**config.mk**
```make
export PLATFORM = sky130hd
export DESIGN_NAME = jbp_out_flat
export DESIGN_NICKNAME = d
export VERILOG_FILES = /design/src/hdl/jbp_pkg.sv /design/src/hdl/jbp_if.sv /design/src/hdl/jbp_out.sv /design/src/flat_wrapper.sv
export SDC_FILE = /design/constraint.sdc
export NUM_CORES = 1
export LEC_CHECK = 0
export BUFFER_PORTS_ARGS = -buffer_cell sky130_fd_sc_hd__buf_4
export CAP_MARGIN = 20
export CORE_UTILIZATION = 44
export CTS_CLUSTER_SIZE = 8
export DETAILED_ROUTE_END_ITERATION = 8
export HOLD_SLACK_MARGIN = 0.12
export PLACE_DENSITY = 0.91
export SYNTH_ARGS = -nofsm -noshare
export SYNTH_HDL_FRONTEND = slang
export SYNTH_SLANG_ARGS = --single-unit
```
**constraint.sdc**
```tcl
create_clock -name clk_i -period 1.8 [get_ports clk_i]
set_input_delay 0.18 -clock clk_i [delete_from_list [all_inputs] [get_ports clk_i]]
set_output_delay 0.18 -clock clk_i [all_outputs]
set_load 0.02 [all_outputs]
```
**src/hdl/jbp_pkg.sv**
```systemverilog
`timescale 1ns / 1ps
// ----------------------------------------------------------------------------
// jbp_pkg
// Shared types and constants of the playout jitter buffer.
// ----------------------------------------------------------------------------
package jbp_pkg;

  localparam int unsigned SampleW   = 16;
  localparam int unsigned FillW     = 13;
  localparam int unsigned ThrW      = 13;
  localparam int unsigned RefCntW   = 8;
  localparam int unsigned ReqW      = 2;
  localparam int unsigned CfgIdxW   = 1;
  localparam int unsigned CfgDataW  = 13;
  localparam logic [ThrW-1:0] ThrReset = 13'd960;

  typedef enum logic [ReqW-1:0] {
    REQ_ENQ   = 2'd0,
    REQ_PLAY  = 2'd1,
    REQ_FLUSH = 2'd2
  } req_e;

  typedef enum logic [CfgIdxW-1:0] {
    CFG_PREBUF = 1'b0,
    CFG_REF_EN = 1'b1
  } cfg_reg_e;

  typedef enum logic {
    ST_IDLE = 1'b0,
    ST_READ = 1'b1
  } ctrl_st_e;

  // Status of one item, handed from control to the output stage.
  typedef struct packed {
    logic             pop;
    logic             ref_frame_end;
    logic             playing;
    logic             overflow;
    logic             underrun;
    logic [FillW-1:0] fill_level;
  } stat_t;

endpackage

```
**src/hdl/jbp_if.sv**
```systemverilog


interface jbp_rsp_if;
  logic                valid;
  logic                ready;
  logic signed [15:0]  out_sample;
  logic                ref_frame_end;
  logic                playing;
  logic                overflow;
  logic                underrun;
  logic [12:0]         fill_level;

  modport source (output valid, out_sample, ref_frame_end, playing, overflow,
                  underrun, fill_level, input ready);
  modport sink   (input valid, out_sample, ref_frame_end, playing, overflow,
                  underrun, fill_level, output ready);
endinterface

```
**src/hdl/jbp_out.sv**
```systemverilog
`timescale 1ns / 1ps
// ----------------------------------------------------------------------------
// jbp_out
// Result register: merges store read data with item status and holds the
// beat until the sink takes it.
// ----------------------------------------------------------------------------
module jbp_out (
  input  logic                        clk_i,
  input  logic                        rst_ni,
  input  logic                        stat_valid_i,
  input  jbp_pkg::stat_t              stat_i,
  input  logic [jbp_pkg::SampleW-1:0] rdata_i,
  output logic                        out_free_o,
  jbp_rsp_if.source                   out_if
);
  import jbp_pkg::*;

  logic               valid_q, valid_d;
  logic [SampleW-1:0] sample_q;
  stat_t              stat_q;

  assign out_free_o = !valid_q || out_if.ready;

  always_comb begin
    valid_d = valid_q;
    if (stat_valid_i) begin
      valid_d = 1'b1;
    end else if (out_if.ready) begin
      valid_d = 1'b0;
    end
  end

  always_ff @(posedge clk_i or negedge rst_ni) begin
    if (!rst_ni) begin
      valid_q <= 1'b0;
    end else begin
      valid_q <= valid_d;
    end
  end

  always_ff @(posedge clk_i) begin
    if (stat_valid_i) begin
      sample_q <= stat_i.pop ? rdata_i : '0;
      stat_q   <= stat_i;
    end
  end

  assign out_if.valid         = valid_q;
  assign out_if.out_sample    = sample_q;
  assign out_if.ref_frame_end = stat_q.ref_frame_end;
  assign out_if.playing       = stat_q.playing;
  assign out_if.overflow      = stat_q.overflow;
  assign out_if.underrun      = stat_q.underrun;
  assign out_if.fill_level    = stat_q.fill_level;

endmodule

```
**src/flat_wrapper.sv**
```systemverilog
// flat-port wrapper written by rule: the top's interface ports become plain ports
module jbp_out_flat import jbp_pkg::*;
  (clk_i, rst_ni, stat_valid_i, stat_i, rdata_i, out_free_o, out_if_valid, out_if_out_sample, out_if_ref_frame_end, out_if_playing, out_if_overflow, out_if_underrun, out_if_fill_level, out_if_ready);
  jbp_rsp_if out_if_i ();
  input  logic clk_i;
  input  logic rst_ni;
  input  logic stat_valid_i;
  input  jbp_pkg::stat_t stat_i;
  input  logic [jbp_pkg::SampleW-1:0] rdata_i;
  output logic out_free_o;
  output wire logic [$bits(out_if_i.valid)-1:0] out_if_valid;
  output wire logic [$bits(out_if_i.out_sample)-1:0] out_if_out_sample;
  output wire logic [$bits(out_if_i.ref_frame_end)-1:0] out_if_ref_frame_end;
  output wire logic [$bits(out_if_i.playing)-1:0] out_if_playing;
  output wire logic [$bits(out_if_i.overflow)-1:0] out_if_overflow;
  output wire logic [$bits(out_if_i.underrun)-1:0] out_if_underrun;
  output wire logic [$bits(out_if_i.fill_level)-1:0] out_if_fill_level;
  input wire logic [$bits(out_if_i.ready)-1:0] out_if_ready;
  assign out_if_valid = out_if_i.valid;
  assign out_if_out_sample = out_if_i.out_sample;
  assign out_if_ref_frame_end = out_if_i.ref_frame_end;
  assign out_if_playing = out_if_i.playing;
  assign out_if_overflow = out_if_i.overflow;
  assign out_if_underrun = out_if_i.underrun;
  assign out_if_fill_level = out_if_i.fill_level;
  assign out_if_i.ready = out_if_ready;
  jbp_out u_core (.clk_i(clk_i), .rst_ni(rst_ni), .stat_valid_i(stat_valid_i), .stat_i(stat_i), .rdata_i(rdata_i), .out_free_o(out_free_o), .out_if(out_if_i));
endmodule
```
Word-level counts from Yosys, hierarchy flattened
Index checks and enable logic that the tools add are counted.

word-level totals
  RAM bits = 0
  latch bits = 0
  memories = 0
  output and inout port bits = 35
  input port bits = 38
  bits in registers = 34
  bits in read-only memories = 0

operators by class
  $add $sub $neg = 0
  shifts and indexed selects = 0
  div/mod/pow operators = 0
  reductions and logical operators = 3
  mux-type cells = 2
  bitwise gates (word level) = 0
  order comparisons = 0
  multiply operators = 0
  equal/unequal tests = 0

operator list
  cell                number
  1-bit two-way mux   2
  2-bit nonzero test  1
  1-bit logical NOT   1
  1-bit logical OR    1

Longest topological paths before layout
Gate-level depths: netlist of the first run.

  depth in word-level cells = 2
  gate-level depth with buffers = 2
  mapped depth without buffers = 2

Worst setup path after synthesis of the first run
OpenSTA, ideal clock, no wires.

  kind = reg2reg
  from = reg, netlist name u_core.out_if.valid
  to = reg u_core.valid_q, in the netlist u_core.out_if.valid
  buffers on the path = 0
  arrival = 0.733 ns
  clock period less this slack = 0.861 ns
  cell stages (with the launch flop) = 3
  slack = 0.939 ns
  library setup time = 0.128 ns
  data required time = 1.672 ns
  cell sequence = dfrtp_1 > nand2b_1 > nand2b_1

RTL lines
  element                 line           source
  end signal: assignment  jbp_out.sv:37  valid_q <= valid_d;
  end: declaration        jbp_out.sv:18  logic valid_q, valid_d;

Worst setup path after layout of the first run
  from = reg u_core.valid_q, in the netlist u_core.out_if.valid
  to = out out_free_o

between the ends
  longest elaborated chain between the ends = 2

RTL lines
  element            line                source
  1-bit logical NOT  jbp_out.sv:22       assign out_free_o = !valid_q || out_if.ready;
  1-bit logical OR   jbp_out.sv:22
  end: declaration   flat_wrapper.sv:10  output logic out_free_o;

No other way between the ends.

==> qor.yml, run 1 <==
outcome: "finished, final reports clean"
maxSlewViolCount: 0
clk_path_buf_depth: 2
grt-ovfl-total: 0
crit_path_start_kind: "flip-flop"
whs_ns: 0.136
rsz0062_at_grt: "no"
yosysUniqueCellTypes: 6
rows: 18
fp.dieH_um: 53.3
io_buffers: 72
drt-pass1-iter-count: 3
vias: 815
min_path_type: "in -> reg"
final_common_cell: "buf_4"
slew_headroom: 0.728
grt_usage: 0.232
antenna_left: 0
grt_pass1_vias: 740
start_util: 0.467
synth-seq-cells: 34
path_clk_slew_ns: 0.10
fillers: 142
routedWlPerCell_um: 16.7
end_kind: "output port"
pin_count: 73
detail_route.iter0.violations: 6
fin_area_mm2: 0.00195
finalCriticalPeriod_ns: 1.22
finalCritPeriodShare: 0.680
grt_max_degree: 35
max_slew.worst_pin.slew_ns: 0.408
seq_area_frac_synth: 0.879
synth_top_area_share: 0.857
vias_per_cell: 4.53
diodes: 0
synthToLayoutAreaGrowth_pct: 68.8
die_w_um: 53.3
grt_pass1_wl_mm: 3.95
clkLatencyLatePin_ns: 0.34
nets: 187
yosys-top-cells-area: "edfxtp_1 (86%), and2_2 (8.4%), dfrtp_1 (2.2%)"
cts_tree: "yes"
drive_gt1_frac: 0.600
cp.required_ns: 1.62
place_area_mm2: 0.00172
dieArea_mm2: 0.00284
multi_input_area_um2: 129
drv_cap: 0
peakVddDrop_mv: 0.622
synth_fp_nets: 91
syn_inst: 53
drc: 0
finalSetupViolCount: 0
wirelength_mm: 3.01
mostFrequentLayoutCells: "buf_4 (72), edfxtp_1 (33), dlygate4sd3_1 (18)"
p_leak_nw: 0.836
cellPowerDensity_mw_per_mm2: 852
gp_congestion: 0.652
finalHoldViolCount: 0
yosysTopAreaCell: "edfxtp_1"
core_area_mm2: 0.00248
path_max_fanout: 2
seqCellArea_mm2: 0.00102
max_clock_freq_mhz: 817
tns_ns: 0
htreeDepth: 2
crit_type: "reg -> out"
avgSynthCellArea_um2: 21.8
antenna_found_initial: 0
ys.warnings.count: 0
cts_sinks: 34
cp.arrival_ns: 1.04
finalClockSkew_ns: 0
root_buffer: "clkbuf_4"
cts_inserted_buffers: 5
netlist_area_mm2: 0.00116
## timing repair
action | in CTS | in global routing
setup buffers | 0 | 0
hold buffers | 18 | 0
gates resized for setup | 0 | 0
hold endpoints to repair | 18 | 0
## worst paths after layout
| path | depth (start not counted) | slack [ns] | endpoint | startpoint |
|---|---|---|---|---|
| min | 2 | 0.14 | u_core.out_if.out_sample[13] | rdata_i[13] |
| min reg2reg | 2 | 0.69 | u_core.out_if.valid | u_core.out_if.valid |
| max | 2 | 0.58 | out_free_o | u_core.out_if.valid |
| max reg2reg | 2 | 1.02 | u_core.out_if.valid | u_core.out_if.valid |
| max in group asynchronous | 2 | 1.52 | u_core.out_if.valid | rst_ni |
| min in group asynchronous | 2 | 0.19 | u_core.out_if.valid | rst_ni |
## worst max-delay path: stages, from the launching register on
cell      delay, ns
dfrtp_1        0.42
nand2b_1       0.13
buf_4          0.16
## routing by layer
| layer | GRT usage | wire length, um | up-vias |
|---|---|---|---|
| li1 | - | - | 384 |
| met1 | 0.328 | 1330 | 378 |
| met2 | 0.321 | 1370 | 49 |
| met3 | 0.0632 | 269 | 4 |
| met4 | 0.132 | 39 | 0 |
| met5 | 0 | 0 | - |
## final cells by class
cell class,count,area share
multi-input cells,18,0.0660
flip-flops and latches,34,0.521
repair buffers,90,0.369
well taps,30,0.0192
clock buffers,8,0.0250
## flip-flops by register name (all words and copies together) (netlist names)
signal / flops
u_core.out_if.fill_level: 13
u_core.out_if.out_sample: 16
u_core.out_if.overflow: 1
u_core.out_if.playing: 1
u_core.out_if.ref_frame_end: 1
u_core.out_if.underrun: 1
u_core.out_if.valid: 1
## kinds of logic after synthesis
group                  synth area share
buffers and inverters           0.00974
flip-flops                        0.879
AND/OR/NAND/NOR                   0.111
## stage by stage
step	utilization	cells	total power, mW	setup WS, ns
floorplan	-	53	1.08	0.939
global placement	0.695	154	1.24	0.930
detailed placement	0.695	154	1.25	0.899
CTS	0.788	180	1.65	0.652
global route	0.788	180	1.73	0.545
finish	0.788	180	1.66	0.576
## synthesized netlist by cell type, drive strengths merged
cell type and n:
and2 16, buf 1, dfrtp 1, edfxtp 33, nand2b 2
## power by group
group | total (mW) | internal (mW) | switching [mW]
Combinational | 0.309 | 0.162 | 0.146
Clock | 0.396 | 0.156 | 0.240
Sequential | 0.959 | 0.937 | 0.0227
Total | 1.66 | 1.25 | 0.409
Power figures use the tool's default switching activity.
==> run 2: changes to the inputs <==
Settings changed: CORE_UTILIZATION 44 to 41, PLACE_DENSITY 0.91 to 0.87.
Clock period 1.8 ns to 1.2 ns, I/O delays scaled along.
==> run 2 against run 1 <==
  * Register-to-register slack lost 0.49 ns
  * Total power grew 50%
  * Largest power group unchanged
  * Core utilization grew 3.9 points
==> qor.yml, run 2 (same netlist as run 1, synthesis figures left out) <==
crit_family: "flip-flops"
p_total_mw: 2.50
clock_power_share: 0.225
io_buffers: 72
rows: 18
antenna_found_initial: 0
grt_usage: 0.211
instances_no_fill: 197
vias: 886
grt_max_degree: 35
die_w_um: 55.1
end_kind: "output port"
clk_path_buf_depth: 2
clkLatencyLatePin_ns: 0.33
crit_path_start: "u_core.out_if.valid"
core_area_mm2: 0.00257
switchingPower_mw: 0.596
p_leak_nw: 0.910
peakVddDrop_mv: 1.01
crit_type: "reg -> out"
cpMaxStageDelayCell: "dfrtp_1"
tns_ns: 0
drc: 0
wirelength_mm: 2.82
root_buffer: "clkbuf_4"
htreeDepth: 2
finalSetupViolCount: 0
path_clk_slew_ns: 0.10
diodes: 0
min-delay-start: "out_if_ready"
use_met3: 0.101
max_slew.worst_pin.slew_ns: 0.408
reg2reg_from: "u_core.out_if.valid"
vias_per_cell: 4.50
cts_sinks: 34
place_inst: 154
outcome: "finished, final reports clean"
path_cells: "nand2b_1, buf_4"
grt-ovfl-total: 0
routedWlPerCell_um: 14.3
finalHoldViolCount: 0
crit_buf_inv: 1
cts_tree: "yes"
mostFrequentLayoutCells: "buf_4 (72), dlygate4sd3_1 (35), edfxtp_1 (33)"
grt_pass1_vias: 882
drive_gt1_frac: 0.545
maxSlewViolCount: 0
postCtsSetupBuffers: 0
post_cts_resized: 0
finalClockSkew_ns: 0
critPathMaxStageDelay_ns: 0.40
min_path_type: "in -> reg"
start_util: 0.450
cellPowerDensity_mw_per_mm2: 1180
holdBufCountCts: 35
dieArea_mm2: 0.00304
grt_pass1_wl_mm: 4.00
grt_util_met1: 0.220
max_clock_freq_mhz: 897
rsz0062_at_grt: "no"
drt-pass1-iter-count: 4
finalCritPeriodShare: 0.929
swShare: 0.238
slew_headroom: 0.728
detail_route.iter0.violations: 14
whs_ns: 0.0949
met2_usage: 0.355
synthToLayoutAreaGrowth_pct: 83.7
path_max_fanout: 2
antenna_left: 0
gp_congestion: 0.649
drv_cap: 0
pwr-share-comb: 0.202
cts_inserted_buffers: 5
finalCriticalPeriod_ns: 1.11
final_common_cell: "buf_4"
nets: 204
fp.dieH_um: 55.1
internal_power_mw: 1.90
cp.arrival_ns: 0.99
cp.required_ns: 1.08
largest_reg_flops: 16
pin_count: 73
seqPwrFrac: 0.573
busiest_layer: "met2"
crit_path_start_kind: "flip-flop"
run 2: changes by cell type in the layout (fill, tap and decap cells not counted):
cell           change
clkinv_2           +1
dlygate4sd3_1     +17
clkbuf_1           -2
clkinv_1           +1
run 2: cell type report:
type | instances | area [um^2]
fillers | 131 | 444
multi-input cells | 18 | 129
flip-flops and latches | 34 | 1020
clock inverters | 2 | 8.76
clock buffers | 6 | 41.3
repair buffers | 107 | 891
well taps | 30 | 37.5
run 2: worst paths after layout:
kind / cells after the start / slack [ns] / to
worst min-delay path: 3 / 0.09 / u_core.out_if.valid
worst max-delay path: 2 / 0.09 / out_free_o
worst min register to register: 2 / 0.56 / u_core.out_if.valid
min in group asynchronous: 3 / 0.65 / u_core.out_if.valid
worst max register to register: 2 / 0.53 / u_core.out_if.valid
max in group asynchronous: 3 / 0.43 / u_core.out_if.valid
run 2: through the flow:
| stage | instance area, um^2 | util | worst slack (ns) |
|---|---|---|---|
| finish | 2120 | 0.827 | 0.0854 |
| global route | 2120 | 0.827 | 0.0499 |
| CTS | 2120 | 0.827 | 0.0986 |
| detailed placement | 1720 | 0.671 | 0.357 |
| global placement | 1720 | 0.671 | 0.392 |
| floorplan | 1160 | - | 0.339 |
run 2: power groups by stage:
stage	Clock, mW	Sequential, mW	Combinational [mW]
6_report	0.562	1.43	0.504
5_1_grt	0.628	1.44	0.536
4_1_cts	0.575	1.43	0.497
3_5_place_dp	0	1.46	0.406
3_3_place_gp	0	1.45	0.399
2_1_floorplan	0	1.58	0.0336
run 2: worst min-delay path: cells and delay by family:
family,cells,cell delay [ns]
simple gates,2,0.19
buf+inv,1,0.08
run 2: layer usage:
metal | vias to the layer above | part of all wire
li1 | 417 | -
met2 | 59 | 0.52
met1 | 402 | 0.35
met5 | - | 0
met4 | 0 | 0.020
met3 | 8 | 0.11
==> run 3: changes to the inputs <==
Settings changed: CORE_UTILIZATION 41 to 43, CTS_BUF_LIST from default to sky130_fd_sc_hd__clkbuf_8, CTS_CLUSTER_SIZE 8 to default, PLACE_DENSITY 0.87 to 0.9.
==> run 3 against run 2 <==
  * Worst hold slack improved by 0.034 ns
  * Fmax rose by 9.4%
  * Global-route usage rose by 3.1 points
  * Count of clock-buffer cells in the layout fell by 1
  * Clock skew did not move
  * Combinational power fell by 7.1%
  * Final cell count fell by 8.1%
  * Sequential power barely moved
  * Wire length rose by 15%
  * Flip-flop and latch count did not move
  * Critical path type unchanged
  * Highest routed layer unchanged
==> qor.yml, run 3 (same netlist as run 1, synthesis figures left out) <==
drv_cap: 0
cellPowerDensity_mw_per_mm2: 1340
path_clk_slew_ns: 0.06
cts_inserted_buffers: 5
largest_reg_flops: 16
grt_max_degree: 35
final_common_cell: "buf_4"
place_inst: 154
fp.dieH_um: 53.9
dieArea_mm2: 0.00290
htreeDepth: 2
fillers: 115
reg2reg_from: "u_core.out_if.valid"
cp.required_ns: 1.08
grt_usage: 0.242
root_buffer: "clkbuf_8"
antenna_found_initial: 0
antenna_left: 0
grt_pass1_wl_mm: 4.34
pin_count: 73
finalSetupViolCount: 0
detail_route.iter0.violations: 9
vias_per_cell: 4.73
drive_gt1_frac: 0.596
die_w_um: 53.9
end_kind: "output port"
drc: 0
io_buffers: 72
diodes: 0
dp_hpwl_mm: 1.76
crit_path_start_kind: "flip-flop"
path_cells: "nand2b_1, buf_4"
maxSlewViolCount: 0
peakVddDrop_mv: 1.10
rsz0062_at_grt: "no"
min_path_type: "in -> reg"
path_max_fanout: 2
outcome: "finished, final reports clean"
clkLatencyLatePin_ns: 0.28
grt-ovfl-total: 0
vias: 856
max_clock_freq_mhz: 981
clk_path_buf_depth: 2
drt-pass1-iter-count: 4
synthToLayoutAreaGrowth_pct: 72.4
rows: 18
min-delay-start: "out_if_ready"
finalCritPeriodShare: 0.849
critPathMaxStageDelay_ns: 0.39
max_slew.worst_pin.slew_ns: 0.413
slew_headroom: 0.725
cts_tree: "yes"
grt_pass1_vias: 819
start_util: 0.462
cpMaxStageDelayCell: "dfrtp_1"
crit_type: "reg -> out"
routedWlPerCell_um: 17.9
core_area_mm2: 0.00250
finalCriticalPeriod_ns: 1.02
mostFrequentLayoutCells: "buf_4 (72), edfxtp_1 (33), dlygate4sd3_1 (19)"
p_leak_nw: 0.865
cp.arrival_ns: 0.90
crit_path_start: "u_core.out_if.valid"
wirelength_mm: 3.24
p_total_mw: 2.68
tns_ns: 0
postCtsSetupBuffers: 0
finalClockSkew_ns: 0
gp_congestion: 0.595
instances_no_fill: 181
cts_sinks: 34
nets: 188
finalHoldViolCount: 0
run 3: cell count changes in the layout (fill, tap and decap cells not counted):
| cell | previous run | this run |
|---|---|---|
| clkbuf_1 | 1 | 0 |
| clkbuf_4 | 5 | 0 |
| clkbuf_8 | 0 | 5 |
| clkinv_1 | 1 | 0 |
| clkinv_2 | 1 | 0 |
| dlygate4sd3_1 | 35 | 19 |
| inv_1 | 0 | 3 |
run 3: layout make-up:
class                           instances  area (um^2)  share of cell area
Clock buffer                            5         68.8              0.0345
Clock inverter                          3         11.3             0.00565
Timing Repair Buffer                   91          731               0.367
Multi-Input combinational cell         18          129              0.0647
Tap cell                               30         37.5              0.0188
Sequential cell                        34         1020               0.510
run 3: where the power goes:
| group | internal, mW | leakage, nW | total, mW | switching, mW |
|---|---|---|---|---|
| clock | 0.386 | 0.0519 | 0.761 | 0.375 |
| combinational | 0.245 | 0.482 | 0.468 | 0.223 |
| sequential | 1.41 | 0.331 | 1.45 | 0.0387 |
run 3: repair_timing:
| action | CTS | global route |
|---|---|---|
| hold buffers | 19 | 0 |
| resized for setup | 0 | 0 |
| hold endpoints to repair | 19 | 0 |
run 3: final timing paths:
| path | end | slack, ns | cells after the start |
|---|---|---|---|
| worst min register to register | u_core.out_if.valid | 0.55 | 2 |
| worst max-delay path | out_free_o | 0.18 | 2 |
| worst max register to register | u_core.out_if.valid | 0.54 | 2 |
| worst min-delay path | u_core.out_if.valid | 0.13 | 3 |
| max in group asynchronous | u_core.out_if.valid | 0.94 | 2 |
| min in group asynchronous | u_core.out_if.valid | 0.18 | 2 |
run 3: per-layer routing:
| metal | vias to the layer above | track usage | wire (um) | share of wire |
|---|---|---|---|---|
| met5 | - | 0 | 0 | 0 |
| met4 | 0 | 0.105 | 44 | 0.014 |
| met3 | 5 | 0.0876 | 360 | 0.11 |
| met2 | 59 | 0.356 | 1460 | 0.45 |
| met1 | 406 | 0.321 | 1370 | 0.42 |
| li1 | 386 | - | - | - |
run 3: worst max-delay path, delay by kind of cell (launching register included):
family | cells | cell delay (ns)
buf+inv | 1 | 0.14
flops | 1 | 0.39
simple gates | 1 | 0.09
run 3: stage by stage:
stage / worst slack, ns / utilization / area, um^2 / hold slack, ns
after global placement: 0.389 / 0.689 / 1720 / -0.104
after CTS: 0.174 / 0.797 / 1990 / 0.123
after detailed placement: 0.363 / 0.689 / 1720 / -0.104
after floorplan: 0.339 / - / 1160 / -0.176
after global routing: 0.124 / 0.797 / 1990 / 0.126
final: 0.181 / 0.797 / 1990 / 0.129
