==> src/hdl/jbp_pkg.sv <==
`timescale 1ns / 1ps
// ----------------------------------------------------------------------------
// jbp_pkg
// Shared types and constants of the playout jitter buffer.
// ----------------------------------------------------------------------------
package jbp_pkg;

  localparam int unsigned SampleW   = 16;
  localparam int unsigned FillW     = 13;
  localparam int unsigned ThrW      = 13;
  localparam int unsigned RefCntW   = 8;
  localparam int unsigned ReqW      = 2;
  localparam int unsigned CfgIdxW   = 1;
  localparam int unsigned CfgDataW  = 13;
  localparam logic [ThrW-1:0] ThrReset = 13'd960;

  typedef enum logic [ReqW-1:0] {
    REQ_ENQ   = 2'd0,
    REQ_PLAY  = 2'd1,
    REQ_FLUSH = 2'd2
  } req_e;

  typedef enum logic [CfgIdxW-1:0] {
    CFG_PREBUF = 1'b0,
    CFG_REF_EN = 1'b1
  } cfg_reg_e;

  typedef enum logic {
    ST_IDLE = 1'b0,
    ST_READ = 1'b1
  } ctrl_st_e;

  // Status of one item, handed from control to the output stage.
  typedef struct packed {
    logic             pop;
    logic             ref_frame_end;
    logic             playing;
    logic             overflow;
    logic             underrun;
    logic [FillW-1:0] fill_level;
  } stat_t;

endpackage

==> src/hdl/jbp_if.sv <==
`timescale 1ns / 1ps
// ----------------------------------------------------------------------------
// jbp_if
// Valid/ready channels for request beats and result beats.
// ----------------------------------------------------------------------------
interface jbp_req_if;
  logic                valid;
  logic                ready;
  logic [1:0]          req_type;
  logic signed [15:0]  in_sample;
  logic                period_first;
  logic                period_last;

  modport source (output valid, req_type, in_sample, period_first, period_last,
                  input ready);
  modport sink   (input valid, req_type, in_sample, period_first, period_last,
                  output ready);
endinterface


==> src/hdl/jbp_ctrl.sv <==
`timescale 1ns / 1ps
// ----------------------------------------------------------------------------
// jbp_ctrl
// Playout control: pointers, fill count, start/silence state, reference
// frame counter, config registers, and store access per request beat.
// ----------------------------------------------------------------------------
module jbp_ctrl #(
  parameter int unsigned BUFFER_DEPTH      = 4096,
  parameter int unsigned REF_FRAME_SAMPLES = 160,
  parameter int unsigned AddrW             = $clog2(BUFFER_DEPTH)
) (
  input  logic                         clk_i,
  input  logic                         rst_ni,
  input  logic                         cfg_we_i,
  input  logic [jbp_pkg::CfgIdxW-1:0]  cfg_idx_i,
  input  logic [jbp_pkg::CfgDataW-1:0] cfg_data_i,
  jbp_req_if.sink                      in_if,
  input  logic                         out_free_i,
  output logic                         mem_we_o,
  output logic [AddrW-1:0]             mem_waddr_o,
  output logic [jbp_pkg::SampleW-1:0]  mem_wdata_o,
  output logic                         mem_re_o,
  output logic [AddrW-1:0]             mem_raddr_o,
  output logic                         stat_valid_o,
  output jbp_pkg::stat_t               stat_o
);
  import jbp_pkg::*;

  localparam int unsigned CntW = $clog2(BUFFER_DEPTH + 1);
  localparam int unsigned CmpW = (CntW > ThrW) ? CntW : ThrW;
  localparam logic [AddrW-1:0]   LastAddr = AddrW'(BUFFER_DEPTH - 1);
  localparam logic [CntW-1:0]    FullCnt  = CntW'(BUFFER_DEPTH);
  localparam logic [RefCntW-1:0] RefLimit = RefCntW'(REF_FRAME_SAMPLES);

  ctrl_st_e           state_q, state_d;
  logic [AddrW-1:0]   rptr_q, rptr_d;
  logic [AddrW-1:0]   wptr_q, wptr_d;
  logic [CntW-1:0]    cnt_q, cnt_d;
  logic               started_q, started_d;
  logic               silent_q, silent_d;
  logic [RefCntW-1:0] refcnt_q, refcnt_d;
  logic [ThrW-1:0]    thr_q;
  logic               ref_en_q;
  stat_t              stat_q, stat_d;

  logic               accept;
  logic               act, pop, under, ovf, ref_end;
  logic [RefCntW-1:0] refcnt_inc;

  assign in_if.ready = (state_q == ST_IDLE) && out_free_i;
  assign accept      = in_if.valid && in_if.ready;

  // Config registers
  always_ff @(posedge clk_i or negedge rst_ni) begin
    if (!rst_ni) begin
      thr_q    <= ThrReset;
      ref_en_q <= 1'b0;
    end else if (cfg_we_i) begin
      unique case (cfg_reg_e'(cfg_idx_i))
        CFG_PREBUF: thr_q    <= cfg_data_i[ThrW-1:0];
        CFG_REF_EN: ref_en_q <= cfg_data_i[0];
      endcase
    end
  end

  // Item decode and state update
  always_comb begin
    rptr_d     = rptr_q;
    wptr_d     = wptr_q;
    cnt_d      = cnt_q;
    started_d  = started_q;
    silent_d   = silent_q;
    refcnt_d   = refcnt_q;
    act        = 1'b0;
    pop        = 1'b0;
    under      = 1'b0;
    ovf        = 1'b0;
    ref_end    = 1'b0;
    refcnt_inc = refcnt_q + 1'b1;
    mem_we_o   = 1'b0;

    case (req_e'(in_if.req_type))
      REQ_ENQ: begin
        if (cnt_q == FullCnt) begin
          ovf = 1'b1;
        end else begin
          mem_we_o = 1'b1;
          wptr_d   = (wptr_q == LastAddr) ? '0 : wptr_q + 1'b1;
          cnt_d    = cnt_q + 1'b1;
        end
      end
      REQ_PLAY: begin
        if (in_if.period_first) begin
          silent_d = 1'b0;
          if (!started_q) begin
            if (CmpW'(cnt_q) < CmpW'(thr_q)) begin
              silent_d = 1'b1;
            end else begin
              started_d = 1'b1;
            end
          end
        end
        act = started_d && !silent_d;
        if (act) begin
          if (cnt_q != '0) begin
            pop    = 1'b1;
            rptr_d = (rptr_q == LastAddr) ? '0 : rptr_q + 1'b1;
            cnt_d  = cnt_q - 1'b1;
          end else begin
            under = 1'b1;
          end
          if (ref_en_q) begin
            if (refcnt_inc >= RefLimit) begin
              ref_end  = 1'b1;
              refcnt_d = '0;
            end else begin
              refcnt_d = refcnt_inc;
            end
          end
          if (in_if.period_last && (cnt_d == '0)) begin
            started_d = 1'b0;
          end
        end
        if (in_if.period_last) begin
          silent_d = 1'b0;
        end
      end
      REQ_FLUSH: begin
        rptr_d    = '0;
        wptr_d    = '0;
        cnt_d     = '0;
        started_d = 1'b0;
      end
      default: ;
    endcase

    mem_we_o = mem_we_o && accept;

    stat_d.pop           = pop;
    stat_d.ref_frame_end = ref_end;
    stat_d.playing       = started_d;
    stat_d.overflow      = ovf;
    stat_d.underrun      = under;
    stat_d.fill_level    = FillW'(cnt_d);
  end

  assign mem_waddr_o = wptr_q;
  assign mem_wdata_o = in_if.in_sample;
  assign mem_re_o    = accept && pop;
  assign mem_raddr_o = rptr_q;

  always_ff @(posedge clk_i or negedge rst_ni) begin
    if (!rst_ni) begin
      rptr_q    <= '0;
      wptr_q    <= '0;
      cnt_q     <= '0;
      started_q <= 1'b0;
      silent_q  <= 1'b0;
      refcnt_q  <= '0;
    end else if (accept) begin
      rptr_q    <= rptr_d;
      wptr_q    <= wptr_d;
      cnt_q     <= cnt_d;
      started_q <= started_d;
      silent_q  <= silent_d;
      refcnt_q  <= refcnt_d;
    end
  end

  always_ff @(posedge clk_i) begin
    if (accept) begin
      stat_q <= stat_d;
    end
  end

  // Sequencer: the read state waits for the registered store read to land
  always_comb begin
    state_d = state_q;
    unique case (state_q)
      ST_IDLE: if (accept) state_d = ST_READ;
      ST_READ: state_d = ST_IDLE;
    endcase
  end

  always_ff @(posedge clk_i or negedge rst_ni) begin
    if (!rst_ni) begin
      state_q <= ST_IDLE;
    end else begin
      state_q <= state_d;
    end
  end

  assign stat_valid_o = (state_q == ST_READ);
  assign stat_o       = stat_q;

`ifndef ASSERT_OFF
  a_cnt_bound: assert property (@(posedge clk_i) disable iff (!rst_ni)
    cnt_q <= FullCnt) else $error("fill count above depth");

  a_start_not_silent: assert property (@(posedge clk_i) disable iff (!rst_ni)
    started_q |-> !silent_q) else $error("started during a silent period");

  a_refcnt_bound: assert property (@(posedge clk_i) disable iff (!rst_ni)
    refcnt_q < RefLimit) else $error("reference count not wrapped");

  a_read_one_cycle: assert property (@(posedge clk_i) disable iff (!rst_ni)
    (state_q == ST_READ) |=> (state_q == ST_IDLE)) else $error("read stage stuck");

  a_pop_nonempty: assert property (@(posedge clk_i) disable iff (!rst_ni)
    mem_re_o |-> (cnt_q != '0)) else $error("pop from empty FIFO");
`endif

endmodule

==> src/flat_wrapper.sv <==
// flat-port wrapper written by rule: the top's interface ports become plain ports
module jbp_ctrl_flat import jbp_pkg::*;
#(
  parameter int unsigned BUFFER_DEPTH      = 4096,
  parameter int unsigned REF_FRAME_SAMPLES = 160,
  parameter int unsigned AddrW             = $clog2(BUFFER_DEPTH)
)
  (clk_i, rst_ni, cfg_we_i, cfg_idx_i, cfg_data_i, out_free_i, mem_we_o, mem_waddr_o, mem_wdata_o, mem_re_o, mem_raddr_o, stat_valid_o, stat_o, in_if_valid, in_if_req_type, in_if_in_sample, in_if_period_first, in_if_period_last, in_if_ready);
  jbp_req_if in_if_i ();
  input  logic clk_i;
  input  logic rst_ni;
  input  logic cfg_we_i;
  input  logic [jbp_pkg::CfgIdxW-1:0] cfg_idx_i;
  input  logic [jbp_pkg::CfgDataW-1:0] cfg_data_i;
  input  logic out_free_i;
  output logic mem_we_o;
  output logic [AddrW-1:0] mem_waddr_o;
  output logic [jbp_pkg::SampleW-1:0] mem_wdata_o;
  output logic mem_re_o;
  output logic [AddrW-1:0] mem_raddr_o;
  output logic stat_valid_o;
  output jbp_pkg::stat_t stat_o;
  input wire logic [$bits(in_if_i.valid)-1:0] in_if_valid;
  input wire logic [$bits(in_if_i.req_type)-1:0] in_if_req_type;
  input wire logic [$bits(in_if_i.in_sample)-1:0] in_if_in_sample;
  input wire logic [$bits(in_if_i.period_first)-1:0] in_if_period_first;
  input wire logic [$bits(in_if_i.period_last)-1:0] in_if_period_last;
  output wire logic [$bits(in_if_i.ready)-1:0] in_if_ready;
  assign in_if_i.valid = in_if_valid;
  assign in_if_i.req_type = in_if_req_type;
  assign in_if_i.in_sample = in_if_in_sample;
  assign in_if_i.period_first = in_if_period_first;
  assign in_if_i.period_last = in_if_period_last;
  assign in_if_ready = in_if_i.ready;
  jbp_ctrl #(.BUFFER_DEPTH(BUFFER_DEPTH), .REF_FRAME_SAMPLES(REF_FRAME_SAMPLES), .AddrW(AddrW)) u_core (.clk_i(clk_i), .rst_ni(rst_ni), .cfg_we_i(cfg_we_i), .cfg_idx_i(cfg_idx_i), .cfg_data_i(cfg_data_i), .in_if(in_if_i), .out_free_i(out_free_i), .mem_we_o(mem_we_o), .mem_waddr_o(mem_waddr_o), .mem_wdata_o(mem_wdata_o), .mem_re_o(mem_re_o), .mem_raddr_o(mem_raddr_o), .stat_valid_o(stat_valid_o), .stat_o(stat_o));
endmodule
==> config.mk <==
export PLATFORM = sky130hd
export DESIGN_NAME = jbp_ctrl_flat
export DESIGN_NICKNAME = d
export VERILOG_FILES = /design/src/hdl/jbp_pkg.sv /design/src/hdl/jbp_if.sv /design/src/hdl/jbp_ctrl.sv /design/src/flat_wrapper.sv
export SDC_FILE = /design/constraint.sdc
export NUM_CORES = 1
export LEC_CHECK = 0
export BUFFER_PORTS_ARGS = -buffer_cell sky130_fd_sc_hd__buf_2
export CAP_MARGIN = 40
export CORE_ASPECT_RATIO = 1.4
export CORE_MARGIN = 4
export CORE_UTILIZATION = 55
export DETAILED_ROUTE_END_ITERATION = 6
export GPL_ROUTABILITY_DRIVEN = 0
export PLACE_DENSITY_LB_ADDON = 0.3
export SLEW_MARGIN = 20
export SYNTH_ARGS = -nofsm -noshare
export SYNTH_HDL_FRONTEND = slang
export SYNTH_SLANG_ARGS = --single-unit
==> constraint.sdc <==
create_clock -name clk_i -period 6.45 [get_ports clk_i]
set_clock_uncertainty 0.05 [all_clocks]
set_input_delay 0.645 -clock clk_i [delete_from_list [all_inputs] [get_ports clk_i]]
set_output_delay 0.645 -clock clk_i [all_outputs]
set_load 0.02 [all_outputs]
## After elaboration in Yosys (flattened, before gate mapping)

Cells that the tools add are included.

| storage, ports and cells | value |
|---|---|
| bits in registers | 80 |
| bits of input ports | 39 |
| logic and storage cells | 88 |

| operators by class | value |
|---|---|
| $add $sub $neg | 5 |
| magnitude comparators | 2 |
| equality and inequality tests | 8 |
| mux-type cells | 36 |
| bitwise gates (word level) | 2 |
| reduce and logical (&&, ||, !) cells | 20 |

Operator list:

| cell | number |
|---|---|
| 13-bit 2-to-1 mux | 5 |
| 12-bit 2-to-1 mux | 5 |
| 12-bit case mux with 2 select lines | 2 |
| 13-bit case mux with 3 select lines | 1 |
| 12-bit by 1-bit adder with 12-bit output (second input constant) | 2 |
| 12-bit == test (second input constant) | 2 |
| 1-bit 2-to-1 mux | 20 |
| 13-bit by 1-bit adder with 13-bit output (second input constant) | 1 |
| 13-bit == test (second input constant) | 1 |
| 13-bit logical NOT | 1 |
| 13-bit < comparator | 1 |
| 13-bit nonzero test | 1 |
| 13-bit by 1-bit subtractor with 13-bit output (second input constant) | 1 |
| 8-bit by 1-bit adder with 8-bit output (second input constant) | 1 |
| 8-bit greater-or-equal comparator (second input constant) | 1 |
| 8-bit 2-to-1 mux | 1 |
| 2-bit AND reduction | 4 |
| 4-bit AND reduction | 2 |
| 1-bit logical AND | 6 |
| 3-bit AND reduction | 2 |
| 2-bit by 1-bit != test with 1-bit output (second input constant) | 2 |
| 1-bit case mux with 2 select lines | 2 |
| 2-bit nonzero test | 2 |
| 2-bit by 1-bit == test with 1-bit output (second input constant) | 1 |
| other kinds (5) | 6 |

## Depth between registers and ports, before layout

| depth | value |
|---|---|
| word-level depth | 14 |
| gate-level depth with buffers | 11 |
| depth with buffers taken out | 9 |

## Worst setup path before layout

Ideal clock, no wire load.

| path | value |
|---|---|
| path type | input-to-reg |
| start | in out_free_i |
| end | reg u_core.refcnt_q[3] |
| library setup time | 0.064 ns |
| arrival | 3.022 ns |
| required time | 6.336 ns |
| setup slack | 3.313 ns |
| stages | 8 |
| cells stage by stage | nor2b_1 > nand2_1 > inv_1 > clkbuf_1 > o2111ai_1 > or3_1 > a21oi_1 > a21o_1 |

| between the ends | value |
|---|---|
| word-level cells in the longest chain between the ends | 3 |

RTL lines:

| what | RTL line | text |
|---|---|---|
| start: declaration | flat_wrapper.sv:15 | `input logic out_free_i;` |
| 1-bit logical AND | jbp_ctrl.sv:50 | `assign in_if.ready = (state_q == ST_IDLE) && out_free_i;` |
| 1-bit logical AND | jbp_ctrl.sv:51 | `assign accept = in_if.valid && in_if.ready;` |
| net u_core.accept | jbp_ctrl.sv:46 | `logic accept;` |
| 4-bit AND reduction (no source line) | -- |  |
| end signal: assignment | jbp_ctrl.sv:166 | `refcnt_q <= refcnt_d;` |
| end: declaration | jbp_ctrl.sv:41 | `logic [RefCntW-1:0] refcnt_q, refcnt_d;` |

The timed path passes the listed nets, and every way through them passes these cells.
A chain may end at the register's enable or synchronous reset.

## Final worst setup path

| path | value |
|---|---|
| start | reg u_core.cnt_q[8] |
| end | out mem_re_o |

| between the ends | value |
|---|---|
| word-level cells in the longest chain between the ends | 10 |
| elaborated cells between the ends (all ways) | 16 |
| classes of those cells | order compare (1); mux (11); reduce/logical (4) |

RTL lines:

| what | RTL line | text |
|---|---|---|
| start: declaration | jbp_ctrl.sv:38 | `logic [CntW-1:0] cnt_q, cnt_d;` |
| start signal: assignment | jbp_ctrl.sv:163 | `cnt_q <= cnt_d;` |
| 13-bit < comparator | jbp_ctrl.sv:96 | `if (CmpW'(cnt_q) < CmpW'(thr_q)) begin` |
| 1-bit 2-to-1 mux | jbp_ctrl.sv:96 |  |
| 1-bit 2-to-1 mux | jbp_ctrl.sv:95 | `if (!started_q) begin` |
| 1-bit 2-to-1 mux | jbp_ctrl.sv:93 | `if (in_if.period_first) begin` |
| 1-bit 2-to-1 mux | jbp_ctrl.sv:82 | `case (req_e'(in_if.req_type))` |
| 1-bit logical NOT | jbp_ctrl.sv:103 | `act = started_d && !silent_d;` |
| 1-bit logical AND | jbp_ctrl.sv:103 |  |
| 1-bit 2-to-1 mux * | jbp_ctrl.sv:104 | `if (act) begin` |
| 1-bit 2-to-1 mux * | jbp_ctrl.sv:82 |  |
| 1-bit logical AND * | jbp_ctrl.sv:149 | `assign mem_re_o = accept && pop;` |
| end: declaration | flat_wrapper.sv:19 | `output logic mem_re_o;` |

Mark *: on every way between the ends. The rest lies on a longest branch, timed or not. The select of a mux whose other input is x is not followed.

==> flow_summary.toml <==
[pwr]
leakage_nw = 2.543
seq_power_share = 0.401
irDropWorstVdd_v = 0.0001945
p_comb_frac = 0.262
power_switching_mw = 0.5736
swShare = 0.3382
p_per_area_mw_per_mm2 = 296.6
clkPwrFrac = 0.338
internal_power_mw = 1.122

[finish]
drive_above_1_share = 0.1797
n_antenna_cell = 0
fillers = 773
seqCellArea_sq_mm = 0.002097
multi_input_area_sq_mm = 0.002620
final_nets = 695
syn_to_final_growth_pct = 12.70

[global_route]
grt_overflow_total = 0
grt_pass1_wl_mm = 20.87
grt_pass1_vias = 4617
grt_max_degree = 63
grt_use_total = 0.2441
antenna_found_initial = 0

[route]
post_drt_wl_per_cell_microns = 16.82
drtAntennaViolNets = 0
via_count = 4672
drc = 0
drtIter0Drc = 337
wirelength_mm = 12.57
vias_per_cell = 6.254
dr.pass1.iters = 5

[clock_tree]
htree_num_levels = 3
cts_buffers = 9
postCtsHoldBufs = 0
clkSlewWorstSetupHoldPaths_ns = 0.06
cts_tree = "built"
clk_latency_ns = 0.35
clock_path_buffers = 2
post_cts_resize_count = 0
cts.sinks = 80
cts_setup_buffers = 0
cts-root-buf = "clkbuf_16"

[logic_synthesis]
synth_edf_count = 18
synth_area_per_cell_sq_um = 8.556
yosys_warnings = 0
yosys_register_bits = 80
netlist_area_sq_mm = 0.005074
ys_async_sr_fraction = 0.7750
ys_seq_area_frac = 0.4133
syn-num-nets = 653
synthFlopType = "dfrtp_1"
syn_inst = 593
synth_cell_types = 64

[die]
ioPinCount = 101
die_w_microns = 89.18
fp.coreArea_sq_mm = 0.009029
die_y_microns = 121.6
num_rows = 41
die_area_sq_mm = 0.01085
initial_core_util = 0.5619

[worst_setup_path]
r2r_start = "u_core.cnt_q[8]"
critPathKind = "reg2out"
rr_worst_depth = 8
worstSetupStartpoint = "u_core.cnt_q[8]"
r2r_setup_slack_ns = 2.94
end_kind = "output pin"
start_kind = "flip-flop"
cp_max_fo = 18
cp_data_required_time_ns = 5.75
r2r_end = "u_core.stat_o[5]"
critPathArrivalTime_ns = 2.89

[sta]
maxSlewViolCount = 0
tightestPinTransition_ns = 0.8477
fin_tns_setup_ns = 0
post-route-period-util = 0.5560
slew_headroom = 0.4289
min_period_ns = 3.586
finalSetupViolations = 0
hold_viol = 0
whs_ns = 0.1999
rsz0062_at_grt = "no"
max_freq_mhz = 278.8

[placement]
dp.final_hpwl_mm = 9.050
numPortBuffers = 68

[status]
status = "finished clean"

[min_path]
min_path_type = "in2async"

[job]
max_cap_viol_count = 0
-- area by class of cell --
| type | count | area share |
|---|---|---|
| Inverter | 31 | 0.02035 |
| Clock inverter | 6 | 0.01532 |
| Tap cell | 107 | 0.02341 |
| Timing Repair Buffer | 74 | 0.07221 |
| Sequential cell | 80 | 0.3667 |
| Clock buffer | 10 | 0.04376 |
| Multi-Input combinational cell | 439 | 0.4582 |
-- state kept, by name (all words and copies together) (netlist names) --
register             count
u_core.stat_o           18
u_core.cnt_q            13
u_core.thr_q            13
u_core.mem_raddr_o      12
u_core.mem_waddr_o      12
u_core.refcnt_q          8
u_core.ref_en_q          1
u_core.silent_q          1
u_core.started_q         1
u_core.stat_valid_o      1
-- routing by layer --
metal,routed length [microns],vias up,GRT usage
met5,0,-,0
li1,-,2215,-
met1,4841,2194,0.2790
met3,863,58,0.06563
met4,527,0,0.1331
met2,6334,205,0.4064
-- layout by cell type, fill, tap and decap left out, drive strengths merged, types with 5 or more instances in the layout --
cell type	netlist	final
ha	21	21
a31oi	12	12
nand4	9	9
nand2b	11	11
nand3	16	16
buf	21	73
o211ai	5	5
or3	6	6
a21oi	26	26
o21ai	80	80
nor3	13	13
edfxtp	18	18
nor2	60	60
o31ai	9	9
dfrtp	58	58
nand2	73	73
or4	7	7
nor2b	6	6
nor3b	5	5
xnor2	6	6
clkbuf	22	11
and3	14	14
inv	31	32
-- worst max-delay path by stage --
stage	end	slack [ns]	depth (start not counted)
after floorplan	u_core.refcnt_q[3]	3.31	8
after CTS	mem_re_o	2.89	9
final	mem_re_o	2.86	9
after global routing	u_core.stat_o[5]	2.74	8
after global placement	u_core.refcnt_q[3]	2.82	8
after detailed placement	u_core.stat_o[5]	3.10	8
-- cells in the mapped netlist, drive strengths merged (5+ instances only) --
library cell,instances,share of area
nor3,13,0.013
a21oi,26,0.027
nand2,73,0.054
dfrtp,58,0.29
clkbuf,22,0.016
nor2,60,0.046
nand2b,11,0.014
o211ai,5,0.0074
nand4,9,0.011
buf,21,0.031
nor2b,6,0.0074
edfxtp,18,0.11
ha,21,0.052
inv,31,0.023
or3,6,0.0074
o31ai,9,0.013
xnor2,6,0.010
and3,14,0.017
or4,7,0.012
o21ai,80,0.079
nor3b,5,0.0096
nand3,16,0.016
a31oi,12,0.015
-- worst max-delay path, cell delays in order (launching register included) --
cell	delay, ns
dfrtp_1	0.77
ha_1	0.38
and4_1	0.23
nor2b_1	0.16
a41oi_1	0.32
a21boi_1	0.13
buf_4	0.21
nand2_1	0.11
nor2_1	0.07
buf_2	0.18
-- power by group through the flow --
stage,clock network [mW],registers [mW],logic (mW)
2_1_floorplan,0,0.665,0.339
3_3_place_gp,0,0.684,0.416
3_5_place_dp,0,0.686,0.434
4_1_cts,0.577,0.677,0.438
5_1_grt,0.597,0.691,0.495
6_report,0.572,0.680,0.444
-- cell families after synthesis --
| logic type | synth area share |
|---|---|
| AO/OA/AOI/OAI | 0.2059 |
| XOR/XNOR | 0.01726 |
| adder cells (fa/ha/maj) | 0.05179 |
| buffers and inverters | 0.07028 |
| flip-flops | 0.4133 |
| multiplexers | 0.01159 |
| AND/OR/NAND/NOR | 0.2298 |
-- through the flow --
step / instances / util / total power [mW] / area, sq um / worst slack (ns)
after floorplan: 593 / - / 1.004 / 5074 / 3.313
after CTS: 745 / 0.6294 / 1.692 / 5683 / 2.886
after detailed placement: 729 / 0.5920 / 1.121 / 5345 / 3.100
after global routing: 747 / 0.6333 / 1.782 / 5718 / 2.736
after global placement: 728 / 0.5904 / 1.100 / 5330 / 2.816
final: 747 / 0.6333 / 1.696 / 5718 / 2.864
Power figures use the tool's default switching activity.
